$ cat config.mk
export PLATFORM = sky130hd
export DESIGN_NAME = btpc_div_cell
export DESIGN_NICKNAME = d
export VERILOG_FILES = /design/src/rtl/btpc_pkg.sv /design/src/rtl/btpc_div_cell.sv
export SDC_FILE = /design/constraint.sdc
export NUM_CORES = 1
export LEC_CHECK = 0
export BUFFER_PORTS_ARGS = -buffer_cell sky130_fd_sc_hd__buf_2
export CAP_MARGIN = 40
export CORE_AREA = 4 4 201 203
export DETAILED_ROUTE_END_ITERATION = 7
export DIE_AREA = 0 0 205 207
export HOLD_SLACK_MARGIN = 0.03
export SLEW_MARGIN = 10
export SYNTH_ARGS = -nofsm -noshare
export SYNTH_HDL_FRONTEND = slang
export SYNTH_SLANG_ARGS = --single-unit
$ cat constraint.sdc
create_clock -name clk -period 3.9 [get_ports clk]
set_input_delay 0 -clock clk [delete_from_list [all_inputs] [get_ports clk]]
set_output_delay 0 -clock clk [all_outputs]
set_load 0.02 [all_outputs]
$ cat src/rtl/btpc_pkg.sv
package btpc_pkg;

  localparam int DIV_BITS = 64;

  localparam logic [31:0] TEMP_REF_OFFSET  = 32'd128000;
  localparam logic [63:0] PRESS_FULL_SCALE = 64'd1048576;
  localparam logic [63:0] PRESS_SCALE      = 64'd3125;
  localparam logic [63:0] P1_BIAS          = 64'h0000_8000_0000_0000;
  localparam int          P4_SHIFT         = 35;
  localparam int          P5_SHIFT         = 17;

  typedef enum logic [1:0] {
    REG_TEMP_CAL = 2'd0,
    REG_PRESS_LO = 2'd1,
    REG_PRESS_HI = 2'd2,
    REG_PRESS_P9 = 2'd3
  } cfg_reg_t;

  // Calibration words; t1 and p1 are unsigned, the rest signed.
  typedef struct packed {
    logic [15:0] t1;
    logic [15:0] t2;
    logic [15:0] t3;
    logic [15:0] p1;
    logic [15:0] p2;
    logic [15:0] p3;
    logic [15:0] p4;
    logic [15:0] p5;
    logic [15:0] p6;
    logic [15:0] p7;
    logic [15:0] p8;
    logic [15:0] p9;
  } cal_t;

  // Fields that ride alongside the divider.
  typedef struct packed {
    logic        v;
    logic        qneg;
    logic        invalid;
    logic [31:0] tcenti;
    logic [31:0] tfine;
  } side_t;

  // Partial remainder, dividend shifting into quotient, divisor magnitude.
  typedef struct packed {
    logic [63:0] rem;
    logic [63:0] num;
    logic [63:0] den;
  } div_t;

  typedef struct packed {
    logic        v;
    logic        invalid;
    logic [31:0] press;
    logic [31:0] tfine;
    logic [31:0] tcenti;
  } res_t;

endpackage

$ cat src/rtl/btpc_div_cell.sv
module btpc_div_cell import btpc_pkg::*; (
  input  logic  clk,
  input  logic  rst_n,
  input  logic  en,
  input  div_t  div_i,
  input  side_t side_i,
  output div_t  div_o,
  output side_t side_o
);

  logic [64:0] trial;
  logic [64:0] diff;
  logic        qbit;
  div_t        div_r, div_nxt;
  side_t       side_r;

  // one restoring step: quotient bit enters at the bottom of num
  always_comb begin
    trial = {div_i.rem, div_i.num[63]};
    diff  = trial - {1'b0, div_i.den};
    qbit  = ~diff[64];
    div_nxt.rem = qbit ? diff[63:0] : trial[63:0];
    div_nxt.num = {div_i.num[62:0], qbit};
    div_nxt.den = div_i.den;
  end

  always_ff @(posedge clk) begin
    if (!rst_n) begin
      side_r <= '0;
    end else if (en) begin
      side_r <= side_i;
    end
  end

  always_ff @(posedge clk) begin
    if (en) begin
      div_r <= div_nxt;
    end
  end

  assign div_o  = div_r;
  assign side_o = side_r;

endmodule

---- Word level (Yosys, flattened, before mapping) ----
Cells that the tools add are included.
cells by class
  add/sub/neg operators ................... 1
  bitwise logic cells ..................... 1
  mux-type cells .......................... 1
operator list
  operator                      count
  subtractor 65 x 64 -> 65 bit  1
  two-way mux 64 bit            1
  NOT 1 bit                     1
storage, ports and cells
  output and inout bits ................... 259
  input port bits ......................... 262
  flip-flop bits (word level) ............. 259

---- Depth between registers and ports, before layout ----
Gate-level depths: netlist of run 1.
  word-level depth ........................ 2
  depth in mapped cells ................... 17
  mapped depth without buffers ............ 13

---- Least setup slack after synthesis of run 1 ----
OpenSTA, ideal clock, no wires.
  path kind ............................... input-to-reg
  from .................................... input div_i[18] (netlist bit)
  to ...................................... register div_r (netlist bit div_o[157]) (data pin)
  data arrival time ....................... 3.011 ns
  path buffers ............................ 4
  path slack .............................. 0.629 ns
  stages .................................. 16
  cells stage by stage .................... inv_1 -> ha_1 -> buf_2 -> nand4_1 -> or4_4 -> or3_1 -> o32ai_2 -> o21ai_2 -> a21oi_2 -> o211ai_2 -> and3_1 -> buf_6 -> inv_2 -> buf_6 -> buf_8 -> mux2_4
RTL lines
  item                  line                 text
  from (decl)           btpc_div_cell.sv:5   input div_t div_i,
  to (signal assigned)  btpc_div_cell.sv:37  div_r <= div_nxt;
  to (decl)             btpc_div_cell.sv:14  div_t div_r, div_nxt;

==> summary.md, run 1 <==
| Metric | Value |
|---|---|
| Post-synthesis register bit count | `around 260` |
| Antenna violations before repair | `4` |
| Initial Utilization | `about a third` |
| DIE AREA | `between 40,000 and 50,000 um^2` |
| Syn Area/Cell | `between 10 and 15 um^2` |
| Worst skew pair latency | `roughly 0.54 ns` |
| CTS resizes | `0` |
| Worst Path Arrival | `about 3.8 ns` |
| TritonRoute pass-1 iters | `6` |
| Kind of critical path | `primary input to flop` |
| Share of cells above drive strength 1 | `between 30% and 40%` |
| Sequential share of power | `between 40% and 50%` |
| Port Buffers | `520` |
| Synth Area in Adders | `6.128%` |
| Cts bufs inserted | `29` |
| Clock power share | `approximately a third` |
| Num rows | `72` |
| Area Overhead vs Synth | `51.47%` |
| Setup violators final | `0` |
| CP required | `between 4 and 5 ns` |
| Placed Cells | `approximately 2,200` |
| P_sw | `~0.0025 W` |
| Non-filler cells, final | `between 2,000 and 2,500` |
| Drt drc | `0` |
| Pwr Density | `413.5 nW/um^2` |
| Remaining Overflow, GRT | `0` |
| Largest family of logic cells by synthesized area | `simple AND/OR/NAND/NOR gates` |
| Nature of the critical path endpoint | `flop` |
| Mux share of post-synthesis cell area | `10.50%` |
| Post-DP HPWL | `roughly 34,000 um` |
| Wirelength per Cell | `19.00 um` |
| Synth Cell Area | `about 13,000 um^2` |
| Max Clk Rate | `roughly 0.29 GHz` |
| Unrepaired setup endpoints after global routing | `false` |
| Crit-path max FO | `33` |
| Tcrit/Tclk final | `approximately nine tenths` |
| Mapped Cells | `about 1,200` |
| Clock Path Buffers | `3` |
| Die Y-Extent | `~210 um` |
| Clk_skew | `0 ns` |
| TritonCTS clock tree | `yes` |
| Synth Area in Compound Gates | `a little under an eighth` |
| Yosys warns | `0` |
| Syn nets | `around 1,500` |
| Final-stage net count | `approximately 2,300` |
| Final hold violations | `0` |
| Pins over their slew limit | `0` |
| Die width | `roughly 200 um` |
| First-pass GRT wire length | `71,620 um` |
| Net Sw Frac | `between 20 and 30%` |
| Internal | `just under 0.006 W` |
| Initial drt markers | `between 600 and 700` |
| GR Util All Layers | `approximately a fifth` |
| Async S/R FF share, synth | `0%` |
| Final core utilization | `a little over half` |
| VDD IR max | `a little under 0.3 mV` |
| Main synth FF type | `edfxtp_1` |
| Worst-Margin Slew | `about 0.9 ns` |
| Routed vias/inst | `between 4 and 5` |
| Setup TNS | `0 ns` |
| CTS root buf | `clkbuf_16` |
| Sequential area share after synthesis | `a little over half` |
| Outcome | `finished clean` |
| XOR/XNOR share of the synthesized area | `between 3 and 4%` |
| Relative max-transition margin | `between 40% and 50%` |
| Clk sinks | `roughly 260` |
| I/O pins | `between 500 and 600` |
| H-tree level count | `1` |
| EDFF count, synth | `between 150 and 200` |
| Vias in the first global route | `between 10,000 and 15,000` |
| Gpl congestion | `around 0.9` |
| Simple-Gate Fraction of Synth Area | `a little under an eighth` |
| CTS clk-pin slew, worst paths | `about 0.06 ns` |
| Via count | `between 10,000 and 15,000` |
| Max Cap Viol | `0` |
| DRT Wirelength | `47,320 um` |
| Core Box Area | `just under 40,000 um^2` |
| Post-synth cell types | `between 70 and 80` |
| Startpoint Class | `primary input` |
| Hold/Removal Path Class | `primary input to flop` |
| Post-route ant nets | `0` |
| Post-route minimum period | `3.501 ns` |
| Largest net degree at the start of global routing | `100` |
| Combinational Power Share | `26.9%` |
| Leakage power total | `~9.3 nW` |
[state kept, by name, indices dropped and copies added (netlist names)]
register and flops:
side_o 67, div_o 192
[worst max-delay path: stages]
cell and delay, ns:
dlygate4sd3_1 0.52, buf_2 0.11, inv_1 0.04, ha_1 0.38
a21oi_1 0.20, nor2_1 0.07, o41ai_2 0.52, o32ai_2 0.21
o21ai_2 0.25, a21oi_2 0.10, or3_2 0.46, and3_1 0.18
inv_2 0.10, buf_12 0.24, mux2_2 0.37
[per-stage QoR]
step	hold WS, ns	instance area (um^2)	worst slack (ns)	total power [W]
floorplan	0.09887	13390	0.6290	0.004700
global placement	0.1765	16570	0.4386	0.005407
detailed placement	0.1784	16590	0.3976	0.005429
CTS	0.03156	20280	0.4480	0.008465
global route	0.04685	20290	0.2247	0.008787
finish	0.02163	20290	0.3993	0.008388
[synthesized netlist by cell type, drive strengths merged (3+ instances only)]
cell	number	area share [%]
o31ai	8	0.45
mux2i	73	5.5
o21a	6	0.34
or4	3	0.20
nor3	11	0.41
edfxtp	192	43
nor4	5	0.23
xnor2	31	2.0
or3	6	0.29
a31o	5	0.33
and2	3	0.14
nand2	66	1.8
mux2	52	5.0
nor2	47	1.3
buf	17	0.92
and4	4	0.26
nor2b	78	3.6
xor2	23	1.5
inv	82	2.3
ha	64	6.0
a21o	30	1.7
nand3	9	0.34
or2	5	0.23
nand4	24	1.1
nand2b	8	0.37
a31oi	8	0.37
and3	10	0.47
a21oi	79	3.0
a311oi	3	0.20
a41oi	3	0.20
a21boi	3	0.17
o21ai	46	1.7
o21bai	15	0.84
dfxtp	67	10
a211oi	4	0.22
clkbuf	28	0.78
o211ai	4	0.26
[power groups by stage]
stage	clock network, W	logic, W	registers [W]
floorplan	0	0.000923	0.00378
global placement	0	0.00199	0.00342
detailed placement	0	0.00201	0.00342
CTS	0.00285	0.00225	0.00336
global route	0.00298	0.00242	0.00339
finish	0.00277	0.00226	0.00337
[kinds of logic after synthesis]
family | after synthesis
buffers and inverters | 127
AO/OA/AOI/OAI | 236
multiplexers | 125
AND/OR/NAND/NOR | 287
flip-flops | 259
adder cells (fa/ha/maj) | 65
XOR/XNOR | 54
[path summary, 6_finish.rpt]
check                   from         end  slack [ns]  depth (start not counted)
hold / removal            en   div_o[56]        0.02                          1
setup / recovery    div_i[7]  div_o[141]        0.40                         15
setup reg to reg  side_o[10]  side_o[10]        2.65                          3
hold reg to reg   side_o[52]  side_o[52]        0.51                          2
[timing repair]
| action | in CTS | in global routing |
|---|---|---|
| endpoints found under the setup margin | 0 | 0 |
| hold buffers | 274 | 0 |
| hold endpoints to repair | 258 | 0 |
| buffers inserted | 0 | 0 |
[final cells by class]
class | instances | area, um^2
Inverter | 82 | 307.8
Fill cell | 3315 | 18180
Antenna cell | 3 | 7.507
Clock inverter | 14 | 163.9
Sequential cell | 259 | 7107
Clock buffer | 40 | 788.3
Multi-Input combinational cell | 767 | 5751
Timing Repair Buffer | 807 | 5515
Tap cell | 518 | 648.1
[routing by layer]
layer	track usage (%)	wire length, um
met2	36.47	23210
met3	4.019	3079
met1	25.54	19060
met5	0	7
met4	8.524	1957
[placed cells by master (no fill, tap or decap), types with 28 or more instances in the layout]
| master | n |
|---|---|
| buf_2 | 519 |
| dlygate4sd3_1 | 274 |
| edfxtp_1 | 192 |
| inv_1 | 81 |
| a21oi_1 | 78 |
| nor2b_1 | 78 |
| mux2i_1 | 73 |
| dfxtp_1 | 67 |
| nand2_1 | 66 |
| ha_1 | 64 |
| nor2_1 | 47 |
| o21ai_0 | 44 |
| xnor2_1 | 31 |
| a21o_1 | 30 |
| clkbuf_16 | 29 |
| mux2_2 | 28 |
Note: power is estimated with default switching activity, not from simulation.
==> inputs of run 2 (changes only) <==
Settings changed: ABC_AREA set to 1, ABC_CLOCK_PERIOD_IN_PS set to 3900, CORE_AREA 4 4 201 203 to 4 4 200 202, DIE_AREA 0 0 205 207 to 0 0 204 206, PLACE_DENSITY set to 0.66.
==> run 2 against run 1 <==
Synthesized area is 14% higher. Worst setup slack better by 0.49 ns. Via count is 40% higher. Worst hold slack better by 0.11 ns. Global-route usage is 8.2 points higher. Sequential cell count stayed put. Combinational power is 8% higher. Synthesized cell count is 81% higher. Clock skew stayed put. Critical path type unchanged.
==> summary.md, run 2 <==
| Metric | Value |
|---|---|
| Outcome | `finished clean (unchanged)` |
| First-pass GRT wire length | `95,730 um (was 71,620 um)` |
| Num rows | `72 (unchanged)` |
| Remaining Overflow, GRT | `0 (unchanged)` |
| Drt drc | `0 (unchanged)` |
| Crit-path max FO | `25 (was 33)` |
| Clk_skew | `0 ns (unchanged)` |
| GR Util All Layers | `29.18% (was 21.00%)` |
| Kind of critical path | `primary input to flop (unchanged)` |
| I/O pins | `521 (unchanged)` |
| Final-stage net count | `3,262 (was 2,273)` |
| VDD IR max | `0.3440 mV (was 0.2977 mV)` |
| Area contributors post-synth | `edfxtp_1 38%, nand2_1 19%, inv_1 9.6%, dfxtp_1 8.8%, nor2_1 5.8% (was edfxtp_1 43%, dfxtp_1 10%, ha_1 6.0%, mux2i_1 5.5%, nor2b_1 3.6%)` |
| Relative max-transition margin | `45.75% (was 40.84%)` |
| Synth Cell Area | `15,250 um^2 (was 13,390 um^2)` |
| Post-CTS Setup Bufs | `0 (unchanged)` |
| Initial drt markers | `1,286 (was 698)` |
| Commonest non-fill, non-tap cell in the layout | `nand2_1 (was buf_2)` |
| Most frequent cells in the layout | `788 x nand2_1, 519 x buf_2, 388 x inv_1 (was 519 x buf_2, 274 x dlygate4sd3_1, 192 x edfxtp_1)` |
| Most instantiated library cell after synthesis | `nand2_1 (was edfxtp_1)` |
| Setup TNS | `0 ns (unchanged)` |
| FF-to-FF End | `side_o[14] (was side_o[10])` |
| Routed vias/inst | `4.854 (was 4.843)` |
| Worst Path Arrival | `3.45 ns (was 3.81 ns)` |
| Worst skew pair latency | `0.57 ns (was 0.54 ns)` |
| Cts bufs inserted | `28 (was 29)` |
| Antenna violations before repair | `2 (was 4)` |
| Main synth FF type | `edfxtp_1 (unchanged)` |
| Unrepaired setup endpoints after global routing | `false (unchanged)` |
| Net Sw Frac | `32.34% (was 29.70%)` |
| Top cell type by total area after synthesis | `edfxtp_1 (unchanged)` |
| CP required | `4.33 ns (was 4.20 ns)` |
| Port Buffers | `520 (unchanged)` |
| Gpl congestion | `1.025 (was 0.9059)` |
| Sequential share of power | `39.0% (was 40.1%)` |
| Yosys warns | `0 (unchanged)` |
| Core Box Area | `38,290 um^2 (was 38,470 um^2)` |
| Initial Utilization | `39.84% (was 34.82%)` |
| Max Cap Viol | `0 (unchanged)` |
| Post-synth cell types | `33 (was 75)` |
| Sequential area share after synthesis | `46.60% (was 53.06%)` |
| Post-route ant nets | `0 (unchanged)` |
| Internal | `0.005827 W (was 0.005897 W)` |
| EDFF count, synth | `192 (unchanged)` |
| Hold_sp | `div_i[120] (was en)` |
| Nature of the critical path endpoint | `flop (unchanged)` |
| Largest net degree at the start of global routing | `103 (was 100)` |
| Leakage power total | `12.20 nW (was 9.306 nW)` |
| Worst-Margin Slew | `0.8138 ns (was 0.8874 ns)` |
| Slowest cell delay on critical path | `0.53 ns (was 0.52 ns)` |
| CTS clk-pin slew, worst paths | `0.06 ns (about the same)` |
| Syn nets | `2,413 (was 1,480)` |
| Top post-synthesis cells by count | `788 x nand2_1, 389 x inv_1, 237 x nor2_1 (was 192 x edfxtp_1, 81 x inv_1, 78 x a21oi_1, 78 x nor2b_1, 73 x mux2i_1)` |
| Final hold violations | `0 (unchanged)` |
| DIE AREA | `42,020 um^2 (was 42,440 um^2)` |
| Reg2Reg Setup Slack | `2.52 ns (was 2.65 ns)` |
| Share of cells above drive strength 1 | `20.85% (was 33.01%)` |
| Pwr Density | `380.4 nW/um^2 (was 413.5 nW/um^2)` |
| R2R cell count | `3 (unchanged)` |
| Pins over their slew limit | `0 (unchanged)` |
| DRT Wirelength | `64,530 um (was 47,320 um)` |
| Clock Path Buffers | `3 (unchanged)` |
| Critical Path, Cell by Cell | `dlygate4sd3_1 -> buf_2 -> inv_1 -> ha_1 -> nand2_1 -> nor2_1 -> nand2_1 -> nor2_2 -> nand2_1 -> nand2_2 -> nand2_2 -> nand2_2 -> nand2_2 -> nand2_2 -> buf_4 -> nand2_1 -> nand2_1 (was dlygate4sd3_1 -> buf_2 -> inv_1 -> ha_1 -> a21oi_1 -> nor2_1 -> o41ai_2 -> o32ai_2 -> o21ai_2 -> a21oi_2 -> or3_2 -> and3_1 -> inv_2 -> buf_12 -> mux2_2)` |
| Reg2Reg Launch Point | `side_o[14] (was side_o[10])` |
| Post-route minimum period | `3.014 ns (was 3.501 ns)` |
| Combinational Power Share | `28.2% (was 26.9%)` |
| Mapped Cells | `2,086 (was 1,153)` |
| Crit-path slowest cell | `dlygate4sd3_1 (unchanged)` |
| Clock power share | `32.8% (was 33.0%)` |
| Post-synthesis register bit count | `259 (unchanged)` |
| TritonRoute pass-1 iters | `5 (was 6)` |
| TritonCTS clock tree | `yes (unchanged)` |
| Die Y-Extent | `206 um (was 207 um)` |
| Startpoint Class | `primary input (unchanged)` |
| Async S/R FF share, synth | `0% (unchanged)` |
| Setup violators final | `0 (unchanged)` |
| CTS root buf | `clkbuf_16 (unchanged)` |
| Via count | `16,860 (was 12,060)` |
| Die width | `204 um (was 205 um)` |
| Hold EP | `div_o[121] (was div_o[56])` |
| Synth top area share | `37.80% (was 43.05%)` |
| Post-DP HPWL | `47,280 um (was 34,020 um)` |
| Vias in the first global route | `16,940 (was 12,470)` |
| Hold/Removal Path Class | `primary input to flop (unchanged)` |
| H-tree level count | `1 (unchanged)` |
| P_sw | `0.002786 W (was 0.002491 W)` |
| Max Clk Rate | `0.3318 GHz (was 0.2857 GHz)` |
| Tcrit/Tclk final | `77.28% (was 89.76%)` |
| Area Overhead vs Synth | `48.43% (was 51.47%)` |
| Ant diodes | `0 (was 3)` |
| Hold Path Cell Cnt | `2 (was 1)` |
| Syn Area/Cell | `7.312 um^2 (was 11.62 um^2)` |
| Clk sinks | `259 (unchanged)` |
| Max FFs per register | `192 (unchanged)` |
| Tot Pwr | `0.008613 W (was 0.008388 W)` |
| Wirelength per Cell | `18.58 um (was 19.00 um)` |
## run 2: cell families (layout without fill, tap and decap cells)
kind of cell	after synthesis	count (layout)	share of synthesized area, %
XOR/XNOR	31	31	1.780
AND/OR/NAND/NOR	1171	1171	30.66
buffers and inverters	428	1297	11.12
AO/OA/AOI/OAI	132	132	4.463
adder cells (fa/ha/maj)	65	65	5.381
flip-flops	259	259	46.60
## run 2: routing by layer
metal | wire [um] | up-vias | GRT usage [%]
li1 | - | 8121 | -
met1 | 25540 | 7707 | 35.77
met2 | 30290 | 783 | 49.47
met3 | 5253 | 245 | 6.779
met4 | 3443 | 2 | 12.61
met5 | 7 | - | 0
## run 2: repair_timing
action / CTS / global route
resized for setup: 0 / 0
setup endpoints to repair: 0 / 0
endpoints found under the hold margin: 274 / 0
hold buffers: 326 / 0
## run 2: final cells by class
class	instances	area (um^2)
timing repair buffer	853	5973
fill	3362	15650
clock inverter	15	205.2
inverter	394	1479
sequential	259	7107
multi-input combinational	1399	6449
clock buffer	35	778.2
tap	518	648.1
## run 2: how the worst max path moves through the flow
stage	slack, ns	start	endpoint	cells past startpoint
floorplan	1.85	div_i[127]	div_o[169]	19
global placement	1.01	div_i[0]	div_o[177]	18
detailed placement	0.92	div_i[0]	div_o[157]	19
CTS	0.96	div_i[0]	div_o[154]	20
global route	0.63	div_i[23]	div_o[156]	17
finish	0.89	div_i[20]	div_o[144]	17
## run 2: critical path: cells and delay by family
family        cells  cell delay, ns
simple gates     12            1.98
fa+ha+maj         1            0.34
buf+inv           4            1.09
## run 2: power by group through the flow
stage               Clock [W]  Combinational (W)  Sequential, W
floorplan                   0           0.000950        0.00374
global placement            0            0.00208        0.00340
detailed placement          0            0.00210        0.00340
CTS                   0.00286            0.00239        0.00335
global route          0.00300            0.00265        0.00338
finish                0.00283            0.00243        0.00336
## run 2: through the flow
step                      area [um^2]  instances  setup slack, ns  hold WS [ns]  utilization [%]
after detailed placement        18390       3097           0.9183        0.1784            48.04
after floorplan                 15250       2086            1.851       0.09887                -
after global routing            22640       3473           0.6306        0.1334            59.13
after CTS                       22640       3473           0.9633        0.1125            59.13
after global placement          18350       3095            1.012        0.1766            47.92
final                           22640       3473           0.8861        0.1354            59.13
==> inputs of run 3 (changes only) <==
Settings changed: ABC_CLOCK_PERIOD_IN_PS 3900 to 3090.
Clock period 3.9 ns to 3.09 ns, I/O delays scaled along.
==> run 3 against run 2 <==
Clock-buffer cell count rose by 1. Power rose by 24%. Highest routed layer unchanged. Sequential share of layout area barely moved. Clock power rose by 18%. Critical endpoint is now div_o[166]. Via count fell by 0.50%. Largest cell class unchanged. Worst hold slack got worse by 0.054 ns.
==> summary.md, run 3 (synthesis results as in run 2) <==
| Metric | Value |
|---|---|
| Clock Path Buffers | `3 (unchanged)` |
| Kind of critical path | `primary input to flop (unchanged)` |
| Initial Utilization | `39.84% (unchanged)` |
| TritonRoute pass-1 iters | `6 (was 5)` |
| Core Box Area | `38,290 um^2 (unchanged)` |
| Max Clk Rate | `0.3774 GHz` |
| Pins over their slew limit | `0 (unchanged)` |
| Post-route minimum period | `~2.6 ns` |
| Hold/Removal Path Class | `primary input to flop (unchanged)` |
| Gpl congestion | `0.9979 (was 1.025)` |
| Initial drt markers | `1,389 (was 1,286)` |
| Num rows | `72 (unchanged)` |
| Pre-CTS WS | `0.4186 ns (was 0.9183 ns)` |
| Sequential share of power | `39.8% (was 39.0%)` |
| Worst-Margin Slew | `0.8688 ns (was 0.8138 ns)` |
| Net Sw Frac | `33.24% (was 32.34%)` |
| Reg2Reg Setup Slack | `1.71 ns (was 2.52 ns)` |
| Port Buffers | `520 (unchanged)` |
| R2R cell count | `3 (unchanged)` |
| DRT Wirelength | `64,190 um (was 64,530 um)` |
| Setup slack after layout | `0.4402 ns (was 0.8861 ns)` |
| GR Util All Layers | `28.85% (was 29.18%)` |
| Final-stage net count | `3,267 (was 3,262)` |
| Max FFs per register | `192 (unchanged)` |
| Remaining Overflow, GRT | `0 (unchanged)` |
| Crit-path max FO | `25 (unchanged)` |
| DIE AREA | `42,020 um^2 (unchanged)` |
| Share of cells above drive strength 1 | `21.03% (was 20.85%)` |
| Antenna violations before repair | `3 (was 2)` |
| Routed vias/inst | `4.818 (was 4.854)` |
| Pwr Density | `470.3 nW/um^2 (was 380.4 nW/um^2)` |
| Area Overhead vs Synth | `48.29% (was 48.43%)` |
| Worst Path Arrival | `2.97 ns (was 3.45 ns)` |
| Hold-fix buffers, CTS | `324 (was 326)` |
| First-pass GRT wire length | `95,300 um (was 95,730 um)` |
| Largest net degree at the start of global routing | `97 (was 103)` |
| Tcrit/Tclk final | `roughly 86%` |
| TritonCTS clock tree | `yes (unchanged)` |
| Relative max-transition margin | `41.99% (was 45.75%)` |
| Outcome | `finished clean (unchanged)` |
| Wirelength per Cell | `18.44 um (was 18.58 um)` |
| Drt drc | `0 (unchanged)` |
| CTS clk-pin slew, worst paths | `0.06 ns (about the same)` |
| Unrepaired setup endpoints after global routing | `false (unchanged)` |
| Setup TNS | `0 ns (unchanged)` |
| VDD IR max | `0.3967 mV (was 0.3440 mV)` |
| Ant diodes | `0 (unchanged)` |
| Final instance area | `22,620 um^2 (was 22,640 um^2)` |
| CTS resizes | `0 (unchanged)` |
| Most frequent cells in the layout | `788 x nand2_1, 519 x buf_2, 388 x inv_1 (unchanged)` |
| Post-DP HPWL | `47,890 um (was 47,280 um)` |
| Cts bufs inserted | `29 (was 28)` |
| Die width | `204 um (unchanged)` |
| Max Cap Viol | `0 (unchanged)` |
| Via count | `16,770 (was 16,860)` |
| Vias in the first global route | `16,590 (was 16,940)` |
| Die Y-Extent | `206 um (unchanged)` |
| Post-route ant nets | `0 (unchanged)` |
| Startpoint Class | `primary input (unchanged)` |
| Clock power share | `31.3% (was 32.8%)` |
| Clk sinks | `259 (unchanged)` |
| P_sw | `0.003536 W (was 0.002786 W)` |
| Worst skew pair latency | `0.57 ns (about the same)` |
| Internal | `0.007101 W (was 0.005827 W)` |
| Final hold violations | `0 (unchanged)` |
| Post-CTS Setup Bufs | `0 (unchanged)` |
| Clk_skew | `0 ns (unchanged)` |
| CTS root buf | `clkbuf_16 (unchanged)` |
| CP required | `3.41 ns (was 4.33 ns)` |
| Hold Path Cell Cnt | `4 (was 2)` |
| Placed cell area | `18,460 um^2 (was 18,390 um^2)` |
| Setup violators final | `0 (unchanged)` |
| Commonest non-fill, non-tap cell in the layout | `nand2_1 (unchanged)` |
| Nature of the critical path endpoint | `flop (unchanged)` |
| Combinational Power Share | `28.9% (was 28.2%)` |
| H-tree level count | `1 (unchanged)` |
| Leakage power total | `12.17 nW (was 12.20 nW)` |
| I/O pins | `521 (unchanged)` |
run 3: layer usage:
layer / global-route usage (%) / up-vias / share of wire (%)
li1: - / 8120 / -
met1: 37.25 / 7791 / 41
met2: 49.49 / 694 / 48
met3: 5.068 / 162 / 7.2
met4: 9.332 / 6 / 3.7
met5: 0 / - / 0.073
run 3: worst paths after layout:
| path | start | to |
|---|---|---|
| max | div_i[0] | div_o[166] |
| min | rst_n | side_o[61] |
| max reg2reg | side_o[25] | side_o[25] |
| min reg2reg | side_o[61] | side_o[61] |
run 3: worst max-delay path, stage by stage:
cell	delay, ns
dlygate4sd3_1	0.53
buf_2	0.13
ha_1	0.22
fa_1	0.45
inv_1	0.11
nand2_1	0.06
nand2_1	0.06
nand3_1	0.08
nand2_2	0.12
nand2_1	0.09
nand2_2	0.12
nand2_1	0.08
nand2_2	0.09
nand2_2	0.08
nand3_1	0.13
nand2_4	0.22
buf_12	0.25
nand2_1	0.07
nand2_1	0.06
run 3: area by class of cell:
type	count	area (um^2)
fillers	3405	15670
flip-flops and latches	259	7107
multi-input cells	1399	6449
repair buffers	857	6016
inverters	394	1479
clock buffers	36	762.0
well taps	518	648.1
clock inverters	18	156.4
run 3: stage by stage:
| stage | util [%] | hold slack (ns) | instances | total power, W |
|---|---|---|---|---|
| after floorplan | - | 0.09887 | 2086 | 0.005915 |
| after global placement | 48.15 | 0.1768 | 3102 | 0.006942 |
| after detailed placement | 48.20 | 0.1794 | 3103 | 0.006962 |
| after CTS | 59.07 | 0.03041 | 3481 | 0.01063 |
| after global routing | 59.07 | 0.07306 | 3481 | 0.01113 |
| final | 59.07 | 0.08174 | 3481 | 0.01064 |
run 3: power by group through the flow:
stage | registers (W) | clock network (W) | logic [W]
6_report | 0.00423 | 0.00333 | 0.00307
3_3_place_gp | 0.00429 | 0 | 0.00265
4_1_cts | 0.00422 | 0.00338 | 0.00303
5_1_grt | 0.00426 | 0.00353 | 0.00334
2_1_floorplan | 0.00472 | 0 | 0.00120
3_5_place_dp | 0.00429 | 0 | 0.00267
